### config.mk
export PLATFORM = sky130hd
export DESIGN_NAME = fixed_partition_fit_allocator_top
export DESIGN_NICKNAME = d
export VERILOG_FILES = /design/src/rtl/fpfa_pkg.sv /design/src/rtl/fpfa_datapath.sv /design/src/rtl/fpfa_ctrl.sv /design/src/rtl/fixed_partition_fit_allocator_top.sv
export SDC_FILE = /design/constraint.sdc
export NUM_CORES = 1
export LEC_CHECK = 0
export BUFFER_PORTS_ARGS = -buffer_cell sky130_fd_sc_hd__buf_2
export CELL_PAD_IN_SITES_DETAIL_PLACEMENT = 1
export CELL_PAD_IN_SITES_GLOBAL_PLACEMENT = 2
export CORE_ASPECT_RATIO = 0.7
export CORE_MARGIN = 3
export CORE_UTILIZATION = 43
export DETAILED_ROUTE_END_ITERATION = 10
export PLACE_DENSITY = 0.73
export SETUP_SLACK_MARGIN = 0.4
export SLEW_MARGIN = 20
export SYNTH_ARGS = -nofsm -noshare
export SYNTH_HDL_FRONTEND = slang
export SYNTH_SLANG_ARGS = --single-unit
### constraint.sdc
create_clock -name clock -period 4.5 [get_ports clock]
set_input_delay 0.675 -clock clock [delete_from_list [all_inputs] [get_ports clock]]
set_output_delay 0.675 -clock clock [all_outputs]
set_load 0.01 [all_outputs]
### src/rtl/fpfa_pkg.sv
// ----------------------------------------------------------------------------
// fpfa_pkg
// shared constants, codes and controller/datapath types of the allocator
// ----------------------------------------------------------------------------
`default_nettype none

package fpfa_pkg;

   localparam int NUM_BLOCKS = 16;
   localparam int SIZE_WIDTH = 32;

   // fixed field widths
   localparam int MODE_W      = 2;
   localparam int BLK_IDX_W   = 4;
   localparam int POLICY_W    = 2;
   localparam int BCOUNT_W    = 5;
   localparam int CSR_IDX_W   = 1;
   localparam int CSR_DATA_W  = 5;

   // derived from the table depth
   localparam int IDX_W = (NUM_BLOCKS > 1) ? $clog2(NUM_BLOCKS) : 1;
   localparam int CNT_W = $clog2(NUM_BLOCKS + 1);

   // input modes
   localparam logic [MODE_W-1:0] MODE_LOAD    = 2'd0;
   localparam logic [MODE_W-1:0] MODE_REQUEST = 2'd1;
   localparam logic [MODE_W-1:0] MODE_CLEAR   = 2'd2;

   // fit policies, the unused code acts as first-fit
   localparam logic [POLICY_W-1:0] POL_FIRST = 2'd0;
   localparam logic [POLICY_W-1:0] POL_BEST  = 2'd1;
   localparam logic [POLICY_W-1:0] POL_WORST = 2'd2;

   // register indexes
   localparam logic [CSR_IDX_W-1:0] CSR_FIT_POLICY  = 1'd0;
   localparam logic [CSR_IDX_W-1:0] CSR_BLOCK_COUNT = 1'd1;

   localparam logic [POLICY_W-1:0] POLICY_RESET = POL_FIRST;
   localparam logic [BCOUNT_W-1:0] BCOUNT_RESET = 5'd16;

   typedef enum logic [1:0] {
      ST_IDLE,
      ST_SCAN,
      ST_REPORT
   } state_type;

   typedef struct packed {
      logic             load;
      logic             clear;
      logic             capture;
      logic             step;
      logic             report;
      logic [IDX_W-1:0] scan_idx;
   } ctrl_cmd_type;

   typedef struct packed {
      logic [CNT_W-1:0] limit;
   } dp_status_type;

endpackage

`default_nettype wire

### src/rtl/fpfa_datapath.sv
// ----------------------------------------------------------------------------
// fpfa_datapath
// block table, taken marks, config registers, candidate compare and result
// ----------------------------------------------------------------------------
`default_nettype none

module fpfa_datapath (
   input  logic                                      clock,
   input  logic                                      reset,
   input  fpfa_pkg::ctrl_cmd_type                    cmd,
   output fpfa_pkg::dp_status_type                   status,
   input  logic [fpfa_pkg::BLK_IDX_W-1:0]            req_block_index,
   input  logic [fpfa_pkg::SIZE_WIDTH-1:0]           req_size,
   input  logic                                      csr_we,
   input  logic [fpfa_pkg::CSR_IDX_W-1:0]            csr_index,
   input  logic [fpfa_pkg::CSR_DATA_W-1:0]           csr_wdata,
   output logic                                      rsp_valid,
   output logic                                      rsp_granted,
   output logic [fpfa_pkg::BLK_IDX_W-1:0]            rsp_chosen_block,
   output logic [fpfa_pkg::SIZE_WIDTH-1:0]           rsp_chosen_size
);

   import fpfa_pkg::*;

   logic [SIZE_WIDTH-1:0] sizes_ff [NUM_BLOCKS];
   logic [NUM_BLOCKS-1:0] size_valid_ff;
   logic [NUM_BLOCKS-1:0] taken_ff;
   logic [NUM_BLOCKS-1:0] taken_in;

   logic [POLICY_W-1:0]   policy_ff;
   logic [BCOUNT_W-1:0]   bcount_ff;

   logic [SIZE_WIDTH-1:0] want_ff;
   logic                  found_ff;
   logic [IDX_W-1:0]      pick_ff;
   logic [SIZE_WIDTH-1:0] pick_size_ff;

   logic                  rsp_valid_ff;
   logic                  rsp_granted_ff;
   logic [BLK_IDX_W-1:0]  rsp_block_ff;
   logic [SIZE_WIDTH-1:0] rsp_size_ff;

   logic [SIZE_WIDTH-1:0] cand_size;
   logic                  eligible;
   logic                  better;
   logic [IDX_W-1:0]      load_idx;

   assign load_idx = IDX_W'(req_block_index);

   // config registers
   always_ff @(posedge clock) begin
      if (reset) begin
         policy_ff <= POLICY_RESET;
         bcount_ff <= BCOUNT_RESET;
      end else if (csr_we) begin
         unique case (csr_index)
            CSR_FIT_POLICY:  policy_ff <= csr_wdata[POLICY_W-1:0];
            CSR_BLOCK_COUNT: bcount_ff <= csr_wdata[BCOUNT_W-1:0];
            default: ;
         endcase
      end
   end

   // counts above the table depth clamp to it
   always_comb begin
      if (int'(bcount_ff) > NUM_BLOCKS) begin
         status.limit = CNT_W'(NUM_BLOCKS);
      end else begin
         status.limit = CNT_W'(bcount_ff);
      end
   end

   // size table, unwritten entries read as zero
   always_ff @(posedge clock) begin
      if (cmd.load && (int'(req_block_index) < NUM_BLOCKS)) begin
         sizes_ff[load_idx] <= req_size;
      end
   end

   always_ff @(posedge clock) begin
      if (reset) begin
         size_valid_ff <= '0;
      end else if (cmd.load && (int'(req_block_index) < NUM_BLOCKS)) begin
         size_valid_ff[load_idx] <= 1'b1;
      end
   end

   // candidate check for the block under the scan pointer
   always_comb begin
      cand_size = size_valid_ff[cmd.scan_idx] ? sizes_ff[cmd.scan_idx] : '0;
      eligible  = !taken_ff[cmd.scan_idx] && (cand_size >= want_ff);
      case (policy_ff)
         POL_BEST:  better = !found_ff || (cand_size < pick_size_ff);
         POL_WORST: better = !found_ff || (cand_size > pick_size_ff);
         default:   better = !found_ff;
      endcase
   end

   always_ff @(posedge clock) begin
      if (cmd.capture) begin
         want_ff      <= req_size;
         found_ff     <= 1'b0;
         pick_ff      <= '0;
         pick_size_ff <= '0;
      end else if (cmd.step && eligible && better) begin
         found_ff     <= 1'b1;
         pick_ff      <= cmd.scan_idx;
         pick_size_ff <= cand_size;
      end
   end

   // taken marks
   always_comb begin
      taken_in = taken_ff;
      if (cmd.clear) begin
         taken_in = '0;
      end else if (cmd.report && found_ff) begin
         taken_in[pick_ff] = 1'b1;
      end
   end

   always_ff @(posedge clock) begin
      if (reset) begin
         taken_ff <= '0;
      end else begin
         taken_ff <= taken_in;
      end
   end

   // result register, one-cycle strobe
   always_ff @(posedge clock) begin
      if (reset) begin
         rsp_valid_ff <= 1'b0;
      end else begin
         rsp_valid_ff <= cmd.report;
      end
   end

   always_ff @(posedge clock) begin
      if (cmd.report) begin
         rsp_granted_ff <= found_ff;
         rsp_block_ff   <= found_ff ? BLK_IDX_W'(pick_ff) : '0;
         rsp_size_ff    <= found_ff ? pick_size_ff : '0;
      end
   end

   assign rsp_valid        = rsp_valid_ff;
   assign rsp_granted      = rsp_granted_ff;
   assign rsp_chosen_block = rsp_block_ff;
   assign rsp_chosen_size  = rsp_size_ff;

endmodule

`default_nettype wire

### src/rtl/fpfa_ctrl.sv
// ----------------------------------------------------------------------------
// fpfa_ctrl
// sequencer: decodes the input mode and walks the scan over the blocks
// ----------------------------------------------------------------------------
`default_nettype none

module fpfa_ctrl (
   input  logic                          clock,
   input  logic                          reset,
   input  logic                          start,
   input  logic [fpfa_pkg::MODE_W-1:0]   req_mode,
   input  fpfa_pkg::dp_status_type       status,
   output fpfa_pkg::ctrl_cmd_type        cmd,
   output logic                          busy
);

   import fpfa_pkg::*;

   state_type        state_ff;
   state_type        state_in;
   logic [CNT_W-1:0] idx_ff;
   logic [CNT_W-1:0] idx_in;
   logic [CNT_W-1:0] idx_next;
   logic             accept;

   assign accept   = start && (state_ff == ST_IDLE);
   assign idx_next = CNT_W'(idx_ff + 1'b1);

   // next state
   always_comb begin
      state_in = state_ff;
      idx_in   = idx_ff;
      unique case (state_ff)
         ST_IDLE: begin
            idx_in = '0;
            if (accept && (req_mode == MODE_REQUEST)) begin
               state_in = (status.limit == '0) ? ST_REPORT : ST_SCAN;
            end
         end
         ST_SCAN: begin
            idx_in = idx_next;
            if (idx_next == status.limit) begin
               state_in = ST_REPORT;
            end
         end
         ST_REPORT: begin
            state_in = ST_IDLE;
         end
         default: state_in = ST_IDLE;
      endcase
   end

   // outputs
   always_comb begin
      cmd          = '0;
      cmd.scan_idx = idx_ff[IDX_W-1:0];
      busy         = 1'b1;
      unique case (state_ff)
         ST_IDLE: begin
            busy = 1'b0;
            if (accept) begin
               unique case (req_mode)
                  MODE_LOAD:    cmd.load    = 1'b1;
                  MODE_REQUEST: cmd.capture = 1'b1;
                  MODE_CLEAR:   cmd.clear   = 1'b1;
                  default: ;
               endcase
            end
         end
         ST_SCAN:   cmd.step   = 1'b1;
         ST_REPORT: cmd.report = 1'b1;
         default: ;
      endcase
   end

   always_ff @(posedge clock) begin
      if (reset) begin
         state_ff <= ST_IDLE;
         idx_ff   <= '0;
      end else begin
         state_ff <= state_in;
         idx_ff   <= idx_in;
      end
   end

endmodule

`default_nettype wire

### src/rtl/fixed_partition_fit_allocator_top.sv
// ----------------------------------------------------------------------------
// fixed_partition_fit_allocator_top
// fixed-partition allocator with first, best and worst fit
// ----------------------------------------------------------------------------
// usage
//   input: an item transfers on a rising edge with start high and busy low.
//   req_mode picks load (write req_size into block req_block_index), clear
//   (drop every taken mark) or request (allocate a block of req_size or more).
//   load and clear finish at the accepting edge; busy stays low, no result.
//   a request raises busy while the sequencer checks one block per cycle
//   over the lowest min(block_count, 16) blocks, then a report state commits
//   the pick; the result strobes on rsp_valid for one cycle after that.
//   the next item may transfer in the result cycle itself.
//   results: rsp_valid marks the one cycle a result transfers; the receiver
//   cannot stall it, so it must take every strobe.
//   config: csr_we writes csr_wdata to register csr_index (0 fit_policy,
//   1 block_count); write only while idle.
//   reset: synchronous, active high; sizes read as zero, no block is
//   taken, policy first-fit, sixteen blocks in use.
// ----------------------------------------------------------------------------
`default_nettype none

module fixed_partition_fit_allocator_top (
   input  logic                                clock,
   input  logic                                reset,
   // input items
   input  logic                                start,
   output logic                                busy,
   input  logic [fpfa_pkg::MODE_W-1:0]         req_mode,
   input  logic [fpfa_pkg::BLK_IDX_W-1:0]      req_block_index,
   input  logic [fpfa_pkg::SIZE_WIDTH-1:0]     req_size,
   // results
   output logic                                rsp_valid,
   output logic                                rsp_granted,
   output logic [fpfa_pkg::BLK_IDX_W-1:0]      rsp_chosen_block,
   output logic [fpfa_pkg::SIZE_WIDTH-1:0]     rsp_chosen_size,
   // configuration writes
   input  logic                                csr_we,
   input  logic [fpfa_pkg::CSR_IDX_W-1:0]      csr_index,
   input  logic [fpfa_pkg::CSR_DATA_W-1:0]     csr_wdata
);

   import fpfa_pkg::*;

   // sequencer commands and datapath status
   ctrl_cmd_type  cmd;
   dp_status_type status;

   // mode decode, scan pointer, busy
   fpfa_ctrl u_ctrl (
      .clock    (clock),
      .reset    (reset),
      .start    (start),
      .req_mode (req_mode),
      .status   (status),
      .cmd      (cmd),
      .busy     (busy)
   );

   // table, marks, config registers and result register
   fpfa_datapath u_datapath (
      .clock            (clock),
      .reset            (reset),
      .cmd              (cmd),
      .status           (status),
      .req_block_index  (req_block_index),
      .req_size         (req_size),
      .csr_we           (csr_we),
      .csr_index        (csr_index),
      .csr_wdata        (csr_wdata),
      .rsp_valid        (rsp_valid),
      .rsp_granted      (rsp_granted),
      .rsp_chosen_block (rsp_chosen_block),
      .rsp_chosen_size  (rsp_chosen_size)
   );

endmodule

`default_nettype wire

==> results of run 1 <==
==> final timing paths <==
kind,start,endpoint
max,flip-flop,u_datapath.pick_ff[2]
max reg2reg,flip-flop,u_datapath.pick_ff[2]
min reg2reg,u_datapath.policy_ff[0],u_datapath.policy_ff[0]
min,csr_wdata[3],u_datapath.bcount_ff[3]
==> power by group through the flow <==
| stage | sequential (mW) | clock [mW] | combinational (mW) |
|---|---|---|---|
| after floorplan | 6.91 | 0 | 0.163 |
| after global placement | 6.91 | 0 | 0.325 |
| after detailed placement | 6.91 | 0 | 0.338 |
| after CTS | 6.78 | 5.41 | 0.378 |
| after global routing | 6.78 | 5.70 | 0.425 |
| final | 6.78 | 5.29 | 0.391 |
==> cells by family after synthesis <==
logic type | count (synthesis) | synth area share (%)
compound gates | 167 | 3.618
xor+xnor | 6 | 0.1960
fa+ha+maj | 66 | 3.081
buf+inv | 140 | 2.147
flops | 669 | 71.66
mux | 173 | 14.36
simple gates | 272 | 4.939
==> what timing repair did <==
item / CTS / global route
buffers inserted: 29 / 8
resized for setup: 71 / 61
pin swaps: 6 / 16
endpoints found under the setup margin: 37 / 37
gates cloned: 4 / 6
==> Yosys cell counts, types with 4 or more instances <==
master                     instances  share of area (%)
sky130_fd_sc_hd__nor4_1            5               0.12
sky130_fd_sc_hd__nand2b_1          6               0.14
sky130_fd_sc_hd__ha_1             66                3.1
sky130_fd_sc_hd__clkbuf_1         44               0.62
sky130_fd_sc_hd__nand3_1          46               0.86
sky130_fd_sc_hd__a21oi_1          79                1.5
sky130_fd_sc_hd__dfxtp_1          88                6.6
sky130_fd_sc_hd__nand3b_1          5               0.14
sky130_fd_sc_hd__nand4_1          12               0.28
sky130_fd_sc_hd__nor2b_1          28               0.65
sky130_fd_sc_hd__nand2_1          30               0.42
sky130_fd_sc_hd__buf_2            16               0.30
sky130_fd_sc_hd__o21ai_0          37               0.69
sky130_fd_sc_hd__nor3_1           13               0.24
sky130_fd_sc_hd__o21ai_1          11               0.21
sky130_fd_sc_hd__a31oi_1           7               0.16
sky130_fd_sc_hd__and2b_1          10               0.28
sky130_fd_sc_hd__inv_1            71               0.99
sky130_fd_sc_hd__edfxtp_1        581                 65
sky130_fd_sc_hd__and2_1            6               0.14
sky130_fd_sc_hd__xor2_1            4               0.13
sky130_fd_sc_hd__o21ba_2           4               0.15
sky130_fd_sc_hd__mux4_2          169                 14
sky130_fd_sc_hd__nor2_1          103                1.4
sky130_fd_sc_hd__a211oi_1          4               0.11
==> final cells by class <==
type                            instances  area (um2)  area share, %
Inverter                               72       270.3         0.8434
Clock inverter                         26       211.5         0.6599
Timing Repair Buffer                  200        1906          5.947
Multi-Input combinational cell        684        7601          23.72
Clock buffer                           91        1819          5.677
Antenna cell                            2       5.005        0.01562
Sequential cell                       669       19220          59.98
Tap cell                              808        1011          3.155
==> placed cells by master, fill, tap and decap left out, types with 21 or more instances in the layout <==
| master | Yosys | final |
|---|---|---|
| sky130_fd_sc_hd__buf_4 | 2 | 61 |
| sky130_fd_sc_hd__buf_12 | 0 | 28 |
| sky130_fd_sc_hd__inv_1 | 71 | 70 |
| sky130_fd_sc_hd__clkbuf_1 | 44 | 21 |
| sky130_fd_sc_hd__a21oi_1 | 79 | 69 |
| sky130_fd_sc_hd__nor2_1 | 103 | 93 |
| sky130_fd_sc_hd__nand3_1 | 46 | 36 |
| sky130_fd_sc_hd__edfxtp_1 | 581 | 581 |
| sky130_fd_sc_hd__nand2_1 | 30 | 30 |
| sky130_fd_sc_hd__o21ai_1 | 11 | 28 |
| sky130_fd_sc_hd__buf_2 | 16 | 86 |
| sky130_fd_sc_hd__clkbuf_16 | 0 | 74 |
| sky130_fd_sc_hd__dfxtp_1 | 88 | 83 |
| sky130_fd_sc_hd__mux4_2 | 169 | 169 |
| sky130_fd_sc_hd__ha_1 | 66 | 55 |
==> critical path: stages, from the launching register on <==
cell and delay [ns]:
sky130_fd_sc_hd__dfxtp_4 0.40, sky130_fd_sc_hd__buf_6 0.14, sky130_fd_sc_hd__buf_12 0.14, sky130_fd_sc_hd__buf_12 0.15, sky130_fd_sc_hd__mux4_2 0.52, sky130_fd_sc_hd__mux4_2 0.51
sky130_fd_sc_hd__and2b_2 0.26, sky130_fd_sc_hd__ha_1 0.29, sky130_fd_sc_hd__nand4_1 0.19, sky130_fd_sc_hd__buf_4 0.22, sky130_fd_sc_hd__nor4_4 0.18, sky130_fd_sc_hd__buf_4 0.16
sky130_fd_sc_hd__buf_6 0.08, sky130_fd_sc_hd__and2_4 0.12, sky130_fd_sc_hd__a22oi_2 0.07, sky130_fd_sc_hd__o221a_4 0.33, sky130_fd_sc_hd__clkbuf_16 0.18, sky130_fd_sc_hd__o21ai_1 0.21
sky130_fd_sc_hd__a21oi_2 0.08
==> layer usage <==
layer / part of all wire [%] / GRT usage (%) / up-vias
li1: - / - / 6324
met1: 46 / 32.89 / 7814
met2: 47 / 33.96 / 421
met3: 5.6 / 3.956 / 91
met4: 1.9 / 4.971 / 2
met5: 0.0096 / 0 / -
==> through the flow <==
step / setup slack [ns] / std cells / util, % / TNS (ns)
2_1_floorplan: -0.1692 / 1493 / - / -16.24
6_report: 0.08272 / 2552 / 52.70 / 0
5_1_grt: -0.08722 / 2550 / 52.69 / -1.493
3_5_place_dp: -0.03319 / 2386 / 47.55 / -0.03319
3_3_place_gp: 0.05523 / 2386 / 47.55 / 0
4_1_cts: 0.1820 / 2536 / 51.99 / 0
==> sequential cells by signal, indices dropped and copies added, names as in the netlist, named ones only <==
signal	count
u_datapath.found_ff	1
u_datapath.rsp_chosen_size	32
u_ctrl.idx_ff	5
u_datapath.pick_ff	4
u_datapath.rsp_valid	1
u_datapath.want_ff	32
u_datapath.pick_size_ff	32
u_datapath.policy_ff	2
u_datapath.taken_ff	16
u_datapath.bcount_ff	5
u_ctrl.state_ff	2
u_datapath.rsp_chosen_block	4
u_datapath.sizes_ff	512
u_datapath.size_valid_ff	16
u_datapath.rsp_granted	1
==> impl_results.rst, run 1 <==
.. list-table::
   :header-rows: 1

   * - Metric
     - Value
   * - CTS tree
     - built
   * - Initial standard-cell utilization of the core
     - 44.08%
   * - Half-perimeter wire length after placement
     - 42.06 mm
   * - Placer congestion estimate
     - 0.8110
   * - Yosys warnings
     - 0
   * - GRT Resource Usage Total
     - 22.00%
   * - Number of library cell types mapped by synthesis
     - 54
   * - Share of flip-flops with an asynchronous set or reset
     - 0%
   * - Standby leakage power
     - 10.49 nW
   * - Worst setup SP type
     - flip-flop
   * - Residual DRC
     - 0
   * - Vias in the first global route
     - 15,020
   * - Worst-skew pair later-pin latency
     - 0.60 ns
   * - Wire per inst
     - 28.45 um
   * - Initial antenna violation count
     - 3
   * - EDFF count, synth
     - 581
   * - Final hold violations
     - 0
   * - Layout overhead on the synthesized area
     - 19.54%
   * - Switching portion of total power
     - 20.32%
   * - # rows
     - 75
   * - Count of clock tree sinks
     - 669
   * - Internal cell power
     - 9.929 mW
   * - Number of search-and-repair iterations in the first detailed-routing pass
     - 5
   * - Setup repair after global routing missed its margin
     - true
   * - Number of DRC markers in iteration 0
     - 1,449
   * - Final Power
     - 12.46 mW
   * - Combinational fraction of design power
     - 3.1%
   * - Die boundary height
     - 214.9 um
   * - Max Fanout on Critical Path
     - 8
   * - R2R cell count
     - 18
   * - Antenna-violating nets left
     - 0
   * - # H-tree levels
     - 3
   * - Number of nets in the finished design
     - 1,807
   * - Fmax
     - 226.4 MHz
   * - Worst slew margin relative to its limit
     - 37.10%
   * - Net count of the mapped netlist
     - 1,607
   * - Switching power
     - 2.533 mW
   * - Deepest clock path buffer count
     - 3
   * - Critical path data required time
     - 4.96 ns
   * - Detailed-route via count
     - 14,650
   * - Post-synthesis instance area
     - 26,800 um2
   * - Post-route fraction of the period consumed by the critical path
     - 98.16%
   * - Total congestion overflow
     - 0
   * - CTS root buffer
     - sky130_fd_sc_hd__clkbuf_16
   * - Pin count of the biggest net entering global routing
     - 52
   * - Avg Synthesized Cell Area
     - 17.95 um2
   * - Minimum clock period after layout
     - 4.417 ns
   * - Endpoint arrival time on the critical path
     - 4.88 ns
   * - Filler Cell Count
     - 5,532
   * - Result of the run
     - complete, no violations
   * - R2R Setup Slk
     - 0.08 ns
   * - Ratio of routed vias to standard cells
     - 5.741
   * - Number of ports placed on the die boundary
     - 87
   * - Tightest Hold Check Type
     - input pin to flip-flop
   * - Routed Wire Length
     - 72.61 mm
   * - Cell count after synthesis
     - 1,493
   * - Sequential fraction of the synthesis area
     - 71.66%
   * - Worst clock skew
     - 0.01947 ns
   * - Number of hold-repair buffers added at the cts stage
     - 0
   * - PwrDens
     - 388.9 nW/um2
   * - Element type at the critical path end
     - flip-flop
   * - Placement Cell Area
     - 28,910 um2
   * - Hold WS
     - 0.3381 ns
   * - Seq cells post-synth
     - 669
   * - Cell depth of the worst hold path
     - 3
   * - Post-route design area
     - 32,040 um2
   * - Number of pins with negative max-slew slack in the final report
     - 0
   * - Dominant synthesized flop cell
     - sky130_fd_sc_hd__edfxtp_1
   * - Die X
     - 304.4 um
   * - Crit Path Category
     - flip-flop to flip-flop
   * - Worst IR drop on VDD
     - 0.2834 mV
   * - Global-route wire length before repair
     - 105.4 mm
   * - Setup Viol. Count Final
     - 0
   * - Clock transition at the registers of the reported paths
     - 0.06 ns
   * - Reported max-cap violation count
     - 0
   * - Slew at the pin closest to its max-slew limit
     - 0.9412 ns
   * - Core region area
     - 60,810 um2
   * - Die Outline Area
     - 65,420 um2
   * - Total clock buffers created by CTS
     - 66
   * - Part of the total power dissipated in the clock network
     - 42.5%
   * - Sequential group share of total power
     - 54.4%
   * - Share of final-layout standard cells stronger than drive strength 1
     - 32.20%
   * - IO buf count
     - 86
Note: power is estimated with default switching activity, not from simulation.
==> run 2, diff against run 1 <==
--- a/config.mk
+++ b/config.mk
@@ -5,13 +5,13 @@
 export SDC_FILE = /design/constraint.sdc
 export NUM_CORES = 1
 export LEC_CHECK = 0
-export BUFFER_PORTS_ARGS = -buffer_cell sky130_fd_sc_hd__buf_2
 export CELL_PAD_IN_SITES_DETAIL_PLACEMENT = 1
 export CELL_PAD_IN_SITES_GLOBAL_PLACEMENT = 2
 export CORE_ASPECT_RATIO = 0.7
 export CORE_MARGIN = 3
-export CORE_UTILIZATION = 43
+export CORE_UTILIZATION = 44
 export DETAILED_ROUTE_END_ITERATION = 10
+export DONT_BUFFER_PORTS = 1
 export PLACE_DENSITY = 0.73
 export SETUP_SLACK_MARGIN = 0.4
 export SLEW_MARGIN = 20
==> run 2 against run 1 <==
Flip-flop and latch count did not move; the run now ends with setup timing left; via count fell by 0.91%; combinational power fell by 22%; clock power rose by 1%; largest cell class unchanged; worst hold slack got worse by 0.21 ns; final cell count fell by 2.4%; critical path type unchanged; cell area fell by 0.53%; critical path depth did not move; die area fell by 2.2%; first-iteration DRC count rose by 11%; clock skew fell by 0.0053 ns; global-route usage rose by 1.1 points.
==> impl_results.rst, run 2 (synthesis gave the netlist of run 1 again) <==
.. list-table::
   :header-rows: 1

   * - Metric
     - Value
   * - Result of the run
     - complete, but fails checks
   * - Failing checks
     - setup timing
   * - Global-route wire length before repair
     - 106.1 mm (+0.59%)
   * - Number of pins with negative max-slew slack in the final report
     - 0 (unchanged)
   * - Minimum clock period after layout
     - 4.523 ns (+0.1060 ns)
   * - Seq. cell area
     - 19,220 um2 (about the same)
   * - Standby leakage power
     - 10.32 nW (-1.6%)
   * - Max Fanout on Critical Path
     - 8 (unchanged)
   * - Ratio of routed vias to standard cells
     - 5.831 (+1.6%)
   * - Post-route fraction of the period consumed by the critical path
     - 100.5% (+2.4 points)
   * - Worst-skew pair later-pin latency
     - 0.61 ns (about the same)
   * - Element type at the critical path end
     - flip-flop
   * - # H-tree levels
     - 3 (unchanged)
   * - Vias in the first global route
     - 15,160 (+0.88%)
   * - Cell depth of the worst hold path
     - 1 (-2)
   * - Crit Path Category
     - flip-flop to flip-flop
   * - Half-perimeter wire length after placement
     - 41.89 mm (-0.41%)
   * - R2R cell count
     - 18 (unchanged)
   * - Endpoint arrival time on the critical path
     - 4.99 ns (+0.11 ns)
   * - Final hold violations
     - 0 (unchanged)
   * - Fmax
     - 221.1 MHz (-2.3%)
   * - Biggest register
     - u_datapath.sizes_ff
   * - Initial standard-cell utilization of the core
     - 44.63% (+0.55 points)
   * - PwrDens
     - 390.2 nW/um2 (+0.35%)
   * - CTS root buffer
     - sky130_fd_sc_hd__clkbuf_16
   * - Endpoint with the worst hold slack
     - u_datapath.bcount_ff[3]
   * - Number of ports placed on the die boundary
     - 87 (unchanged)
   * - Layout overhead on the synthesized area
     - 18.90%
   * - Share of final-layout standard cells stronger than drive strength 1
     - 30.50% (-1.7 points)
   * - Final Power
     - 12.44 mW (-0.19%)
   * - Slew at the pin closest to its max-slew limit
     - 0.9931 ns (+0.05181 ns)
   * - # rows
     - 75 (unchanged)
   * - Worst clock skew
     - 0.01418 ns (-0.005293 ns)
   * - Most common library cell in the layout ignoring fill and taps
     - sky130_fd_sc_hd__edfxtp_1
   * - Initial antenna violation count
     - 2 (-1)
   * - Worst setup SP type
     - flip-flop
   * - Setup repair after global routing missed its margin
     - true
   * - Critical path data required time
     - 4.97 ns (about the same)
   * - Residual DRC
     - 0 (unchanged)
   * - Antenna-violating nets left
     - 0 (unchanged)
   * - Setup Viol. Count Final
     - 2 (+2)
   * - Multi-input combinational cell area
     - 7629 um2 (+0.36%)
   * - R2R Setup Slk
     - -0.02 ns (-0.11 ns)
   * - Wire per inst
     - 29.19 um (+2.6%)
   * - Placer congestion estimate
     - 0.7973 (-1.7%)
   * - Die Outline Area
     - 63,970 um2 (-2.2%)
   * - Most heavily used metal layer in global routing
     - met2
   * - PnR worst setup slack
     - -0.02328 ns (-0.1060 ns)
   * - Count of clock tree sinks
     - 669 (unchanged)
   * - Number of search-and-repair iterations in the first detailed-routing pass
     - 6 (+1)
   * - Met3 global-route usage
     - 4.267% (+0.31 points)
   * - Most used cells in the layout excluding fill and tap cells
     - sky130_fd_sc_hd__edfxtp_1 (581), sky130_fd_sc_hd__mux4_2 (169), sky130_fd_sc_hd__nor2_1 (94)
   * - Detailed-route via count
     - 14,520 (-0.91%)
   * - GRT Resource Usage Total
     - 23.14% (+1.1 points)
   * - Reg-to-reg critical path endpoint
     - u_datapath.pick_size_ff[18]
   * - Reported max-cap violation count
     - 0 (unchanged)
   * - Deepest clock path buffer count
     - 3 (unchanged)
   * - Antenna cell count
     - 0 (-2)
   * - Total congestion overflow
     - 0 (unchanged)
   * - Clock transition at the registers of the reported paths
     - 0.06 ns (about the same)
   * - Final design utilization
     - 53.07% (+0.37 points)
   * - Pre-CTS setup slack
     - 0.006825 ns (+0.04001 ns)
   * - Tightest Hold Check Type
     - input pin to flip-flop
   * - Worst IR drop on VDD
     - 0.3111 mV (+9.8%)
   * - Hold WS
     - 0.1326 ns (-0.2055 ns)
   * - Number of flip-flops in the largest register
     - 512 (unchanged)
   * - IO buf count
     - 0 (-100%)
   * - Worst slew margin relative to its limit
     - 33.64% (-3.5 points)
   * - Routed Wire Length
     - 72.69 mm (+0.10%)
   * - Number of hold-repair buffers added at the cts stage
     - 0 (unchanged)
   * - Total clock buffers created by CTS
     - 66 (unchanged)
   * - Pin count of the biggest net entering global routing
     - 45 (-13%)
   * - Startpoint of the most critical hold path
     - reset
   * - Number of DRC markers in iteration 0
     - 1,611 (+11%)
   * - Number of nets in the finished design
     - 1,744 (-3.5%)
   * - Routing usage on met1
     - 34.48% (+1.6 points)
   * - Global Route met2 Usage
     - 35.62% (+1.7 points)
   * - Die boundary height
     - 212.5 um (-1.1%)
   * - CTS tree
     - built
   * - Core region area
     - 60,060 um2 (-1.2%)
   * - Die X
     - 301.0 um (-1.1%)
   * - Filler Cell Count
     - 5,463 (-1.2%)
==> run 2: through the flow <==
stage	cell area, um2	setup TNS (ns)	instances
final	31870	-0.03178	2490
after global routing	31870	-2.570	2490
after CTS	31590	0	2473
after detailed placement	28350	0	2299
after global placement	28350	0	2299
after floorplan	26900	-16.24	1493
==> run 2: per-layer routing <==
metal,share of wire (%),vias up
met1,46,7707
li1,-,6207
met2,46,505
met3,6.0,100
met5,0,-
met4,2.0,0
==> run 2: worst max-delay path by stage <==
stage                          from                          end  slack [ns]  cells after the start
after floorplan               start    u_datapath.sizes_ff[1][0]       -0.17                      4
after global placement    flip-flop  u_datapath.pick_size_ff[13]        0.05                     15
after detailed placement  flip-flop  u_datapath.pick_size_ff[18]       0.007                     14
after CTS                 flip-flop  u_datapath.pick_size_ff[22]        0.17                     18
after global routing      flip-flop  u_datapath.pick_size_ff[22]       -0.13                     18
final                     flip-flop  u_datapath.pick_size_ff[18]       -0.02                     18
==> run 2: final cells by class <==
| cell class | count | area share (%) |
|---|---|---|
| sequential | 669 | 60.31 |
| inverter | 72 | 0.8480 |
| tap | 808 | 3.172 |
| clock inverter | 41 | 1.021 |
| clock buffer | 79 | 5.402 |
| multi-input combinational | 684 | 23.94 |
| timing repair buffer | 137 | 5.311 |
==> run 2: power breakdown <==
group	total [mW]	internal, mW	leakage, nW	switching (mW)
logic	0.306	0.152	3.35	0.154
clock network	5.35	2.98	1.02	2.36
registers	6.78	6.77	5.95	0.0179
==> run 2: critical path, stage by stage (launching register included) <==
cell                        delay, ns
sky130_fd_sc_hd__dfxtp_4         0.39
sky130_fd_sc_hd__buf_4           0.13
sky130_fd_sc_hd__buf_12          0.13
sky130_fd_sc_hd__buf_16          0.16
sky130_fd_sc_hd__buf_12          0.14
sky130_fd_sc_hd__mux4_2          0.51
sky130_fd_sc_hd__mux4_2          0.49
sky130_fd_sc_hd__nor2b_4         0.16
sky130_fd_sc_hd__ha_1            0.37
sky130_fd_sc_hd__a21oi_2         0.21
sky130_fd_sc_hd__o21ai_0         0.11
sky130_fd_sc_hd__a22oi_1         0.16
sky130_fd_sc_hd__o211ai_1        0.18
sky130_fd_sc_hd__or3_4           0.45
sky130_fd_sc_hd__o221a_4         0.28
sky130_fd_sc_hd__buf_12          0.14
sky130_fd_sc_hd__clkbuf_16       0.16
sky130_fd_sc_hd__o21ai_1         0.13
sky130_fd_sc_hd__a21oi_1         0.07
==> run 2: repair_timing <==
action,4_1_cts,5_1_grt
pin swaps,33,33
cloned,12,1
resized for setup,123,28
setup buffers,42,16
setup endpoints to repair,36,37
endpoints found under the hold margin,0,0
